**src/rtl/oaathb_pkg.sv**
```systemverilog
// Shared types, constants and hash step functions for the one-at-a-time hash bucket block.
// No dependencies.
package oaathb_pkg;

  localparam int unsigned HashW     = 32;
  localparam int unsigned ByteW     = 8;
  localparam int unsigned AddrW     = 3;
  localparam int unsigned DataW     = 32;
  localparam int unsigned QDepth    = 2;
  localparam int unsigned QPtrW     = $clog2(QDepth);
  localparam int unsigned QCntW     = $clog2(QDepth + 1);
  localparam int unsigned DivSteps  = HashW;
  localparam int unsigned DivCntW   = $clog2(DivSteps);

  localparam logic [HashW-1:0] BucketCountReset = 32'd23;
  localparam logic             RegBucketCount   = 1'b0;

  typedef struct packed {
    logic [ByteW-1:0] key_byte;
    logic             has_byte;
    logic             last_byte;
  } in_t;

  typedef struct packed {
    logic [HashW-1:0] hash_value;
    logic [HashW-1:0] bucket_index;
  } out_t;

  function automatic logic [HashW-1:0] mix_byte(input logic [HashW-1:0] h,
                                                input logic [ByteW-1:0] b);
    logic [HashW-1:0] h1;
    logic [HashW-1:0] h2;
    h1 = h + {{(HashW-ByteW){1'b0}}, b};
    h2 = h1 + (h1 << 10);
    return h2 ^ (h2 >> 6);
  endfunction

  function automatic logic [HashW-1:0] finish_a(input logic [HashW-1:0] h);
    logic [HashW-1:0] h1;
    h1 = h + (h << 3);
    return h1 ^ (h1 >> 11);
  endfunction

  function automatic logic [HashW-1:0] finish_b(input logic [HashW-1:0] h);
    return h + (h << 15);
  endfunction

endpackage

```
**src/rtl/oaathb_fifo.sv**
```systemverilog
// Short queue of running hash values between front and back.
// Depends on oaathb_pkg.
module oaathb_fifo (
  input  logic                        clk_i,
  input  logic                        rst_ni,
  input  logic                        wr_i,
  input  logic [oaathb_pkg::HashW-1:0] wdata_i,
  output logic                        full_o,
  input  logic                        rd_i,
  output logic [oaathb_pkg::HashW-1:0] rdata_o,
  output logic                        empty_o
);

  logic [oaathb_pkg::HashW-1:0] mem_q [oaathb_pkg::QDepth];
  logic [oaathb_pkg::QPtrW-1:0] wptr_q, rptr_q;
  logic [oaathb_pkg::QCntW-1:0] cnt_q;
  logic                         do_wr, do_rd;

  assign full_o  = (cnt_q == oaathb_pkg::QCntW'(oaathb_pkg::QDepth));
  assign empty_o = (cnt_q == '0);
  assign do_wr   = wr_i && !full_o;
  assign do_rd   = rd_i && !empty_o;
  assign rdata_o = mem_q[rptr_q];

  always_ff @(posedge clk_i) begin
    if (do_wr) begin
      mem_q[wptr_q] <= wdata_i;
    end
  end

  always_ff @(posedge clk_i or negedge rst_ni) begin
    if (!rst_ni) begin
      wptr_q <= '0;
      rptr_q <= '0;
      cnt_q  <= '0;
    end else begin
      if (do_wr) begin
        wptr_q <= (wptr_q == oaathb_pkg::QPtrW'(oaathb_pkg::QDepth - 1)) ? '0 : wptr_q + 1'b1;
      end
      if (do_rd) begin
        rptr_q <= (rptr_q == oaathb_pkg::QPtrW'(oaathb_pkg::QDepth - 1)) ? '0 : rptr_q + 1'b1;
      end
      if (do_wr && !do_rd) begin
        cnt_q <= cnt_q + 1'b1;
      end else if (do_rd && !do_wr) begin
        cnt_q <= cnt_q - 1'b1;
      end
    end
  end

endmodule

```
**src/rtl/oaathb_front.sv**
```systemverilog
// Front end: accepts key bytes and folds them into the running hash.
// Depends on oaathb_pkg; pushes finished keys into oaathb_fifo.
module oaathb_front (
  input  logic                         clk_i,
  input  logic                         rst_ni,
  input  logic                         push_i,
  input  oaathb_pkg::in_t              in_data_i,
  input  logic                         q_full_i,
  output logic                         q_wr_o,
  output logic [oaathb_pkg::HashW-1:0] q_wdata_o
);

  logic [oaathb_pkg::HashW-1:0] hash_q, hash_d, mixed;
  logic                         accept;

  assign accept    = push_i && !q_full_i;
  assign mixed     = in_data_i.has_byte ? oaathb_pkg::mix_byte(hash_q, in_data_i.key_byte)
                                        : hash_q;
  assign q_wr_o    = accept && in_data_i.last_byte;
  assign q_wdata_o = mixed;

  always_comb begin
    hash_d = hash_q;
    if (accept) begin
      hash_d = in_data_i.last_byte ? '0 : mixed;
    end
  end

  always_ff @(posedge clk_i or negedge rst_ni) begin
    if (!rst_ni) begin
      hash_q <= '0;
    end else begin
      hash_q <= hash_d;
    end
  end

endmodule

```
**src/rtl/oaathb_back.sv**
```systemverilog
// Back end: finalizes a key's hash, reduces it modulo the bucket count, holds the result.
// Depends on oaathb_pkg; pops keys from oaathb_fifo.
module oaathb_back (
  input  logic                         clk_i,
  input  logic                         rst_ni,
  input  logic                         q_empty_i,
  input  logic [oaathb_pkg::HashW-1:0] q_rdata_i,
  output logic                         q_rd_o,
  input  logic [oaathb_pkg::HashW-1:0] bucket_count_i,
  output logic                         empty_o,
  input  logic                         pop_i,
  output oaathb_pkg::out_t             out_data_o
);

  typedef enum logic [2:0] {IdleS, Fin1S, Fin2S, DivS, DoneS} state_e;

  state_e                         state_q;
  logic [oaathb_pkg::HashW-1:0]   h_q, dvd_q, rem_q, div_q;
  logic [oaathb_pkg::DivCntW-1:0] cnt_q;
  logic                           out_valid_q;
  oaathb_pkg::out_t               out_q;
  logic [oaathb_pkg::HashW:0]     trial;
  logic [oaathb_pkg::HashW:0]     diff;
  logic                           out_free;

  assign trial      = {rem_q, dvd_q[oaathb_pkg::HashW-1]};
  assign diff       = trial - {1'b0, div_q};
  assign out_free   = !out_valid_q || pop_i;
  assign q_rd_o     = (state_q == IdleS) && !q_empty_i;
  assign empty_o    = !out_valid_q;
  assign out_data_o = out_q;

  always_ff @(posedge clk_i or negedge rst_ni) begin
    if (!rst_ni) begin
      state_q     <= IdleS;
      out_valid_q <= 1'b0;
      cnt_q       <= '0;
      h_q         <= '0;
      dvd_q       <= '0;
      rem_q       <= '0;
      div_q       <= '0;
      out_q       <= '0;
    end else begin
      if (state_q == DoneS && out_free) begin
        out_valid_q <= 1'b1;
      end else if (pop_i && out_valid_q) begin
        out_valid_q <= 1'b0;
      end
      unique case (state_q)
        IdleS: begin
          if (!q_empty_i) begin
            h_q     <= q_rdata_i;
            state_q <= Fin1S;
          end
        end
        Fin1S: begin
          h_q     <= oaathb_pkg::finish_a(h_q);
          state_q <= Fin2S;
        end
        Fin2S: begin
          h_q     <= oaathb_pkg::finish_b(h_q);
          dvd_q   <= oaathb_pkg::finish_b(h_q);
          rem_q   <= '0;
          div_q   <= bucket_count_i;
          cnt_q   <= '0;
          state_q <= DivS;
        end
        DivS: begin
          rem_q <= diff[oaathb_pkg::HashW] ? trial[oaathb_pkg::HashW-1:0]
                                           : diff[oaathb_pkg::HashW-1:0];
          dvd_q <= dvd_q << 1;
          cnt_q <= cnt_q + 1'b1;
          if (cnt_q == oaathb_pkg::DivCntW'(oaathb_pkg::DivSteps - 1)) begin
            state_q <= DoneS;
          end
        end
        DoneS: begin
          if (out_free) begin
            out_q.hash_value   <= h_q;
            out_q.bucket_index <= (div_q == '0) ? '0 : rem_q;
            state_q            <= IdleS;
          end
        end
        default: begin
          state_q <= IdleS;
        end
      endcase
    end
  end

endmodule

```
**src/rtl/one_at_a_time_hash_bucket.sv**
```systemverilog
// One-at-a-time hash with bucket selection: top level, APB register and queue wiring.
// Depends on oaathb_pkg, oaathb_front, oaathb_fifo, oaathb_back.
// Throughput: one key byte per cycle while the queue is not full; the back end's bit-serial
// remainder unit takes one key at a time (pop, Fin1S, Fin2S, 32 divide steps, store).
// A key's last byte enters the queue, then the back end pops, finalizes and reduces it.
// Reset: running hash cleared to zero, bucket_count to 23, queue and result emptied.
module one_at_a_time_hash_bucket (
  input  logic                                clk_i,
  input  logic                                rst_ni,
  input  logic                                psel,
  input  logic                                penable,
  input  logic                                pwrite,
  input  logic [oaathb_pkg::AddrW-1:0]        paddr,
  input  logic [oaathb_pkg::DataW-1:0]        pwdata,
  output logic [oaathb_pkg::DataW-1:0]        prdata,
  output logic                                pready,
  input  logic                                push,
  output logic                                full,
  input  oaathb_pkg::in_t                     in_data_i,
  output logic                                empty,
  input  logic                                pop,
  output oaathb_pkg::out_t                    out_data_o
);

  logic [oaathb_pkg::HashW-1:0] bucket_count_q;
  logic                         q_wr, q_rd, q_full, q_empty;
  logic [oaathb_pkg::HashW-1:0] q_wdata, q_rdata;

  assign pready = 1'b1;
  assign prdata = (paddr[oaathb_pkg::AddrW-1] == oaathb_pkg::RegBucketCount) ? bucket_count_q
                                                                              : '0;
  assign full   = q_full;

  always_ff @(posedge clk_i or negedge rst_ni) begin
    if (!rst_ni) begin
      bucket_count_q <= oaathb_pkg::BucketCountReset;
    end else if (psel && penable && pwrite && pready &&
                 paddr[oaathb_pkg::AddrW-1] == oaathb_pkg::RegBucketCount) begin
      bucket_count_q <= pwdata;
    end
  end

  oaathb_front u_front (
    .clk_i     (clk_i),
    .rst_ni    (rst_ni),
    .push_i    (push),
    .in_data_i (in_data_i),
    .q_full_i  (q_full),
    .q_wr_o    (q_wr),
    .q_wdata_o (q_wdata)
  );

  oaathb_fifo u_fifo (
    .clk_i   (clk_i),
    .rst_ni  (rst_ni),
    .wr_i    (q_wr),
    .wdata_i (q_wdata),
    .full_o  (q_full),
    .rd_i    (q_rd),
    .rdata_o (q_rdata),
    .empty_o (q_empty)
  );

  oaathb_back u_back (
    .clk_i          (clk_i),
    .rst_ni         (rst_ni),
    .q_empty_i      (q_empty),
    .q_rdata_i      (q_rdata),
    .q_rd_o         (q_rd),
    .bucket_count_i (bucket_count_q),
    .empty_o        (empty),
    .pop_i          (pop),
    .out_data_o     (out_data_o)
  );

endmodule

```
**config.mk**
```make
export PLATFORM = sky130hd
export DESIGN_NAME = one_at_a_time_hash_bucket
export DESIGN_NICKNAME = d
export VERILOG_FILES = /design/src/rtl/oaathb_pkg.sv /design/src/rtl/oaathb_fifo.sv /design/src/rtl/oaathb_front.sv /design/src/rtl/oaathb_back.sv /design/src/rtl/one_at_a_time_hash_bucket.sv
export SDC_FILE = /design/constraint.sdc
export NUM_CORES = 1
export LEC_CHECK = 0
export CORE_MARGIN = 2
export CORE_UTILIZATION = 55
export DETAILED_ROUTE_END_ITERATION = 12
export DONT_BUFFER_PORTS = 1
export PLACE_DENSITY = 0.77
export SLEW_MARGIN = 5
export SYNTH_ARGS = -nofsm -noshare
export SYNTH_HDL_FRONTEND = slang
export SYNTH_HIERARCHICAL = 1
export SYNTH_SLANG_ARGS = --single-unit
```
**constraint.sdc**
```tcl
create_clock -name clk_i -period 12.93 [get_ports clk_i]
set_input_delay 1.293 -clock clk_i [delete_from_list [all_inputs] [get_ports clk_i]]
set_output_delay 1.293 -clock clk_i [all_outputs]
set_load 0.05 [all_outputs]
```
After elaboration in Yosys (flattened, before gate mapping):

Memories as Yosys holds them, arrays and structs flattened.
Cells that the tools add are included.

* bits in registers: 269
* RAM bits: 64
* input port bits: 52
* logic and storage cells: 87
* memories kept: 1

* add/subtract/negate cells: 10
* equality and inequality tests: 9
* muxes and demuxes: 22
* bitwise logic cells: 3
* reduce and logical (&&, ||, !) cells: 28

Memory list
* u_fifo.mem_q: words 2, width 32, rd ports 1, clocked after Yosys merged registers in 0, wr ports 1, line oaathb_fifo.sv:14 `logic [oaathb_pkg::HashW-1:0] mem_q [oaathb_pkg::QDepth];`

Operators by type and width (count)
* $mux 32: 6
* $pmux 32 s2: 2
* $add 32x32->32: 3
* $pmux 32 s3: 1
* $sub 33x32->33: 1
* $add 32x8->32: 1
* $logic_not 32->1: 1
* $xor 32x21->32: 1
* $xor 32x26->32: 1
* $pmux 3 s5: 1
* $logic_and 1x1->1: 12
* $pmux 5 s2: 1
* $mux 3: 3
* $eq 3x2->1 const B: 2
* $mux 1: 6
* $reduce_bool 2->1: 3
* $add 5x1->5 const B: 1
* $eq 5x5->1 const B: 1
* $logic_not 1->1: 5
* $mux 2: 2
* $ne 2x1->1 const B: 2
* $reduce_and 2->1: 2
* $eq 3x1->1 const B: 1
* $eq 3x3->1 const B: 1
* 11 further kinds: 12

Longest topological paths before layout:

Gate-level depths: netlist of the first run.

* depth in word-level cells: 9
* mapped depth: 26
* depth with buffers taken out: 25

By module:

The synthesis of the first run kept the hierarchy.

By module, submodules not included
* oaathb_back: instances 1, cells each 1320, area each 12296.8 um^2
* oaathb_front: instances 1, cells each 480, area each 4032.6 um^2
* oaathb_fifo: instances 1, cells each 119, area each 2658.8 um^2
* one_at_a_time_hash_bucket: instances 1, cells each 105, area each 1559.0 um^2

Worst setup path after synthesis of the first run:

Ideal clock, no wire load.

* kind: in2reg
* from: input port in_data_i[2] (netlist bit)
* to: memory u_fifo/mem_q[0][24] (netlist bit) (data pin)
* setup time: 262 ps
* arrival: 5971 ps
* data required time: 12668 ps
* path slack: 6697 ps
* stages: 26
* buffers on the path: 1
* cell sequence: ha_1 -> inv_1 -> fa_1 -> nor2b_1 -> o21ai_0 -> a21boi_0 -> o21ai_0 -> a21boi_0 -> o21a_1 -> or2_2 -> clkbuf_1 -> and3_1 -> xor2_1 -> ha_1 -> inv_1 -> fa_1 -> nor2b_1 -> o21ai_0 -> nand2b_1 -> nand3_1 -> o31a_1 -> o31ai_2 -> a31oi_2 -> o21a_2 -> xnor3_1 -> mux2_4

* word-level cells in the longest chain between the ends: 4

Ends and longest elaborated chain
* from (decl): line one_at_a_time_hash_bucket.sv:19 `input oaathb_pkg::in_t in_data_i,`
* $add 32x8->32: line oaathb_pkg.sv:33 `h1 = h + {{(HashW-ByteW){1'b0}}, b};`
* $add 32x32->32: line oaathb_pkg.sv:34 `h2 = h1 + (h1 << 10);`
* $xor 32x26->32: line oaathb_pkg.sv:35 `return h2 ^ (h2 >> 6);`
* $mux 32: line oaathb_front.sv:17 `assign mixed = in_data_i.has_byte ? oaathb_pkg::mix_byte(hash_q, in_data_i.key_byte)`
* via q_wdata, one bit: line one_at_a_time_hash_bucket.sv:27 `logic [oaathb_pkg::HashW-1:0] q_wdata, q_rdata;`
* to (decl): line oaathb_fifo.sv:14

The timed path passes the listed nets, and every way through them passes these cells.

Worst setup path in the final report of the first run:

* from: input port in_data_i[2] (netlist bit)
* to: memory u_fifo/mem_q[1][23] (netlist bit) (data pin)

Same word-level chain as after synthesis.

==> out/results.txt, run 1 <==
Routed len/inst: 21.5 um
Worst path top cell family by delay: compound AO/OA/AOI/OAI gates
Crit. End Element: flip-flop
Minimum clock period: 6.52 ns
Initial antenna violation count: 1
Final Setup Violations: 0
Crit-path slowest cell: o31ai_1
Area after DPL: 20800 sq um
Sink Count: 333
Num rows: 70
Synth cell count leaders: 265 x dfrtp_1, 206 x nand2_1, 142 x o21ai_0, 119 x a21oi_1, 119 x nor2_1
Fin. max-slew vios: 0
Fin crit share: 50.5%
Hold Vio Cnt, Final: 0
Pre-antenna DRT Iters: 5
Status: finished, final reports clean
H-Tree Level Count: 2
Post-synth EDFFs: 64
Via count: 15.6k
Pleak: 9.95 nW
Net Count, Synth: 2188
Synth top area share: 32.3%
RD Place Congestion: 0.944
Top-Level Pins: 151
Routed wire length: 53.2 mm
CTS tree: done
HPWL Detailed: 38.7 mm
Critical path type: input port to flip-flop
Post-synthesis simple-gate area fraction: 12.2%
Post-Synth XOR/XNOR Area: 6.98%
DRC violations left: 0
Main combinational cell family by area after synthesis: compound AO/OA/AOI/OAI gates
Crit-path cells: ha_1, inv_1, fa_1, nor2b_1, o21ai_0, a21boi_0, o21ai_0, a21boi_0, o21a_1, o21ai_0, nor2_1, and3_1, xor2_1, ha_1, nand2_1, o31ai_1, o221ai_2, o2111a_1, or3_4, xnor2_2, a21oi_1
Min-delay worst type: input port to asynchronous set/reset pin
Max incr delay on CP: 0.93 ns
Adder-cell share of the synthesized area: 7.10%
Register bit total from synthesis: 333
GRT Total Usage: 27.5%
Maximum clock path buffer count: 3
Top FF cell, synth: dfrtp_1
Max Fclk: 153 MHz
# diodes: 0
PortBufs: 0
Async set or reset register ratio after synthesis: 80.8%
Synth Area in Compound Gates: 18.8%
Area delta synth->final: 7.04%
Max Cap Viol: 0
Distinct cells, synth: 109
Placed Cells: 2410
Peak supply drop: 0.177 mV
Fillers: 2950
Largest net degree at the start of global routing: 270
Vias per std cell: 6.30
Most numerous cell on the critical path: o21ai_0
Number of global-route vias before repair: 14.9k
Setup slack, reg-to-reg: 6.76 ns
Top-count cell post-synth: dfrtp_1
Core Box Area: 36700 sq um
Layout cells sized above 1: 11.9%
Largest area contributor in the netlist: dfrtp_1
Cell area after synthesis: 20500 sq um
Gr ovfl total: 0
Top cells by area, synth: dfrtp_1 32%, edfxtp_1 9.4%, ha_1 6.5%
Cell Count, Final, Fillers Out: 2475
Worst slew margin: 8.27%
Peak fanout along the critical path: 7
Layout Skew: 0.0245 ns
Die ar.: 38900 sq um
Initial drt markers: 1567
CP bufs+invs: 1
Syn Area/Cell: 10.2 sq um
Die width: 197 um
Root Driver: clkbuf_16
Nets: 2145
Mux contribution to synthesized area: 9.03%
Fin area: 22000 sq um
YS warnings: 6
Num CTS Buffers: 37
Critical Path AT: 6.81 ns
Worst Path Required: 13.22 ns
Sequential area share after synthesis: 42.1%
# Post-CTS Setup Buffers: 0
First-pass GRT wire length: 83.8 mm
Clock-pin slew of the registers on the worst-case setup and hold paths: 0.06 ns
Worst slew pin tran: 1.37 ns
Routed Antenna Nets: 0
Starting Density: 56.0%
Die Y: 197 um
Worst Setup Start Kind: input port
Min Hold Slack: 0.432 ns
PostCTS Resize Cnt: 0
Hold-fix buffers, CTS: 0
Syn Inst Count: 2024
Clock latency on the worst-skew pair: 0.56 ns
Setup TNS: 0 ns
RSZ-0062 raised after global routing: no
Pwr/cell area: 323 nW/um^2
per-stage QoR:
| step | utilization, % | setup slack [ns] | total power, mW |
|---|---|---|---|
| 2_1_floorplan | - | 6.70 | 5.06 |
| 3_3_place_gp | 56.6 | 6.04 | 5.85 |
| 3_5_place_dp | 56.6 | 6.00 | 5.98 |
| 4_1_cts | 59.9 | 6.51 | 7.06 |
| 5_1_grt | 59.9 | 5.95 | 7.62 |
| 6_report | 59.9 | 6.41 | 7.11 |
worst reg2reg max path, stage by stage, from the launching register on:
cell,delay (ns)
dfrtp_1,0.37
ha_1,0.21
inv_1,0.07
fa_1,0.40
nor2b_1,0.12
o21ai_0,0.11
a21boi_0,0.26
o21ai_0,0.14
a21boi_0,0.27
o21a_1,0.20
o21ai_0,0.23
nor2_1,0.45
and3_1,0.24
xor2_1,0.09
ha_1,0.34
nand2_1,0.12
o31ai_1,0.93
o221ai_2,0.30
o2111a_1,0.31
or3_4,0.43
xnor2_2,0.21
a21oi_1,0.12
cells in the final DEF (no fill, tap or decap), types with 39 or more instances in the layout:
master	count
xor2_1	52
edfxtp_1	64
mux2i_1	41
ha_1	107
nor2b_1	43
xnor2_1	100
clkbuf_16	39
nand2_1	206
o21ai_0	141
a21o_1	43
mux2_2	47
dfrtp_1	264
nor2_1	115
mux2_4	61
a22o_1	51
inv_1	74
a21oi_1	119
kinds of logic (layout without fill, tap and decap cells):
| kind of cell | Yosys count | count (layout) |
|---|---|---|
| and+or+nand+nor | 528 | 528 |
| buffers and inverters | 170 | 153 |
| muxes | 149 | 149 |
| AOI/OAI and AO/OA | 572 | 572 |
| xor gates and xnor gates | 157 | 157 |
| adders and majority gates | 114 | 114 |
| other | 1 | 1 |
| DFF | 333 | 333 |
power breakdown:
group	total (mW)	leakage, nW	switching (mW)	internal (mW)
combinational	4.21	5.31	2.44	1.78
sequential	1.84	4.04	0.401	1.44
clock	1.05	0.598	0.431	0.623
total	7.11	9.95	3.27	3.84
layout make-up:
cell class / count / area [sq um] / share of cell area, %
clock inverters: 12 / 128 / 0.580
well taps: 468 / 586 / 2.66
flip-flops and latches: 333 / 8660 / 39.4
inverters: 75 / 282 / 1.28
clock buffers: 53 / 1080 / 4.90
multi-input cells: 1521 / 11200 / 50.8
repair buffers: 13 / 97.6 / 0.444
state kept, by name (all words and copies together), names as in the netlist:
| name | flops |
|---|---|
| bucket_count_q | 32 |
| u_back/cnt_q | 5 |
| u_back/div_q | 32 |
| u_back/dvd_q | 32 |
| u_back/h_q | 32 |
| u_back/out_data_o | 64 |
| u_back/out_valid_q | 1 |
| u_back/rem_q | 32 |
| u_back/state_q | 3 |
| u_fifo/cnt_q | 2 |
| u_fifo/mem_q | 64 |
| u_fifo/rptr_q | 1 |
| u_fifo/wptr_q | 1 |
| u_front/hash_q | 32 |
metal layers:
layer  track usage (%)  up-vias  routed length (um)
met5                 0        -                  13
met4              8.58        2                1380
met3              5.04       97                3710
met2              42.5      554               24000
met1              39.4     7636               24100
li1                  -     7309                   -
final timing paths:
kind                              startpoint               endpoint  cells past startpoint
max                             in_data_i[2]    u_fifo/mem_q[1][23]                     21
min                                   rst_ni  u_back/out_data_o[43]                      0
max reg2reg                u_front/hash_q[0]    u_fifo/mem_q[1][23]                     21
min reg2reg                  u_back/dvd_q[7]        u_back/dvd_q[7]                      2
max in group asynchronous             rst_ni          u_fifo/rptr_q                      0
min in group clk_i           u_back/dvd_q[7]        u_back/dvd_q[7]                      2
(Power assumes the default switching activity.)
==> run 2: changes to the inputs <==
- clock period: 12.93 -> 6.51 ns (I/O delays scaled with it)
==> out/results.txt, run 2 (same netlist as run 1, synthesis figures left out) <==
Seq pwr share: 25.7%
Critical path type: flip-flop to flip-flop
PortBufs: 0
Critical R2R Launch: u_front/hash_q[0]
Layout cells sized above 1: 12.2%
First-pass GRT wire length: 85.1 mm
Fin area: 22100 sq um
# diodes: 0
Most numerous cell on the critical path: o21ai_0
Combinational power share: 59.1%
Crit-path slowest cell: fa_1
Clk network pwr share: 15.2%
Crit. End Element: flip-flop
Commonest non-fill, non-tap cell in the layout: dfrtp_1
H-Tree Level Count: 2
RSZ-0062 raised after global routing: no
Pleak: 9.97 nW
Vias per std cell: 6.30
Gr ovfl total: 0
Number of global-route vias before repair: 15.1k
Worst slew pin tran: 1.24 ns
Worst slew margin: 17.3%
Worst Setup Start Kind: flip-flop
Net Sw Power: 6.58 mW
Num rows: 70
Nets: 2145
Worst flop-to-flop path endpoint: u_fifo/mem_q[0][21]
Minimum clock period: 5.86 ns
Peak fanout along the critical path: 7
Fin. max-slew vios: 0
CTS tree: done
# Post-CTS Setup Buffers: 0
Min-delay worst type: input port to asynchronous set/reset pin
Placed Cells: 2410
Routed Antenna Nets: 0
Setup slack, reg-to-reg: 0.65 ns
Root Driver: clkbuf_16
Status: finished with violations
Routed len/inst: 21.7 um
Setup TNS: 0 ns
RD Place Congestion: 0.949
Reg2reg path depth: 24
Pwr/cell area: 647 nW/um^2
Final Setup Violations: 0
Failing checks: negative hold slack
Internal power: 7.70 mW
Clock-pin slew of the registers on the worst-case setup and hold paths: 0.06 ns
Switching part of the total: 46.1%
Layout Skew: 0.0164 ns
Sink Count: 333
Die Y: 197 um
Max Cap Viol: 0
Starting Density: 56.0%
Cell Count, Final, Fillers Out: 2477
Clock latency on the worst-skew pair: 0.53 ns
Via count: 15.6k
Min Hold Slack: -0.179 ns
Die width: 197 um
Peak supply drop: 0.329 mV
Core Box Area: 36700 sq um
Largest net degree at the start of global routing: 270
Initial antenna violation count: 2
Routed wire length: 53.8 mm
Hold Vio Cnt, Final: 265
HPWL Detailed: 39.5 mm
Max incr delay on CP: 0.41 ns
Maximum clock path buffer count: 3
Fin crit share: 90.0%
Worst Path Required: 6.80 ns
Num CTS Buffers: 37
Critical Path AT: 6.15 ns
Max Fclk: 171 MHz
Initial drt markers: 1520
Pre-antenna DRT Iters: 6
Crit-path cells: ha_1, inv_1, fa_1, nor2b_1, o21ai_0, a21boi_0, o21ai_0, a21boi_0, o21a_1, o21ai_0, nor2_1, and3_1, xor2_1, ha_1, a21oi_1, nor2_1, a211oi_1, o31ai_2, a21o_1, a21o_1, a31oi_1, xor2_1, xnor2_1, mux2_2
GRT Total Usage: 27.8%
Area delta synth->final: 7.34%
Die ar.: 38900 sq um
DRC violations left: 0
Area after DPL: 20800 sq um
Most frequent cells in the layout: 264 x dfrtp_1, 206 x nand2_1, 141 x o21ai_0
Top-Level Pins: 151
-- run 2: cell count changes in the layout (fill, tap and decap cells not counted), moves of 2 or more --
cell	before	now
clkbuf_16	39	37
clkbuf_1	9	6
clkbuf_8	5	7
inv_6	2	5
clkinv_2	6	3
bufinv_16	2	4
clkinvlp_4	0	2
-- run 2: layer usage --
metal  vias to the layer above  wire (um)  GRT usage (%)
li1                       7294          -              -
met5                         -         13              0
met1                      7660      24600           40.3
met3                       116       3410           4.30
met2                       542      24100           43.0
met4                         2       1730           8.97
-- run 2: worst max-delay path: cells and delay by family (launching register included) --
kind	cells	cell delay (ns)
buf+inv	1	0.07
simple gates	4	0.82
mux	1	0.29
compound gates	12	2.42
fa+ha+maj	3	0.98
xor+xnor	3	0.66
flops	1	0.38
-- run 2: power groups by stage --
| stage | clock, mW | sequential, mW | combinational [mW] |
|---|---|---|---|
| finish | 2.17 | 3.66 | 8.44 |
| global route | 2.28 | 3.74 | 9.27 |
| CTS | 2.21 | 3.64 | 8.31 |
| detailed placement | 0 | 3.68 | 8.26 |
| global placement | 0 | 3.66 | 8.04 |
| floorplan | 0 | 3.30 | 6.76 |
-- run 2: worst max path at each step --
stage / startpoint / to / slack (ns) / cells after the start
2_1_floorplan: in_data_i[2] / u_fifo/mem_q[0][24] / 0.92 / 26
3_3_place_gp: in_data_i[2] / u_fifo/mem_q[0][29] / 0.41 / 21
3_5_place_dp: in_data_i[2] / u_fifo/mem_q[0][23] / 0.38 / 22
4_1_cts: u_front/hash_q[0] / u_fifo/mem_q[1][29] / 0.60 / 21
5_1_grt: u_front/hash_q[0] / u_fifo/mem_q[1][21] / 0.12 / 24
6_report: u_front/hash_q[0] / u_fifo/mem_q[0][21] / 0.65 / 24
-- run 2: layout make-up --
cell class,count,area [sq um]
Inverter,75,282
Fill cell,2993,14600
Sequential cell,333,8660
Multi-Input combinational cell,1521,11200
Clock inverter,17,218
Timing Repair Buffer,13,97.6
Clock buffer,50,1040
Tap cell,468,586
-- run 2: what timing repair did --
action / CTS / global route
hold endpoints to repair: 265 / 265
gates resized for setup: 0 / 1
setup endpoints to repair: 0 / 6
-- run 2: through the flow --
step           util [%]  hold slack, ns  worst slack, ns  power, mW
4_1_cts            60.1          -0.192            0.597       14.2
3_5_place_dp       56.6           0.363            0.379       11.9
3_3_place_gp       56.6           0.363            0.405       11.7
5_1_grt            60.1          -0.190            0.121       15.3
6_report           60.1          -0.179            0.650       14.3
2_1_floorplan         -           0.355            0.919       10.1
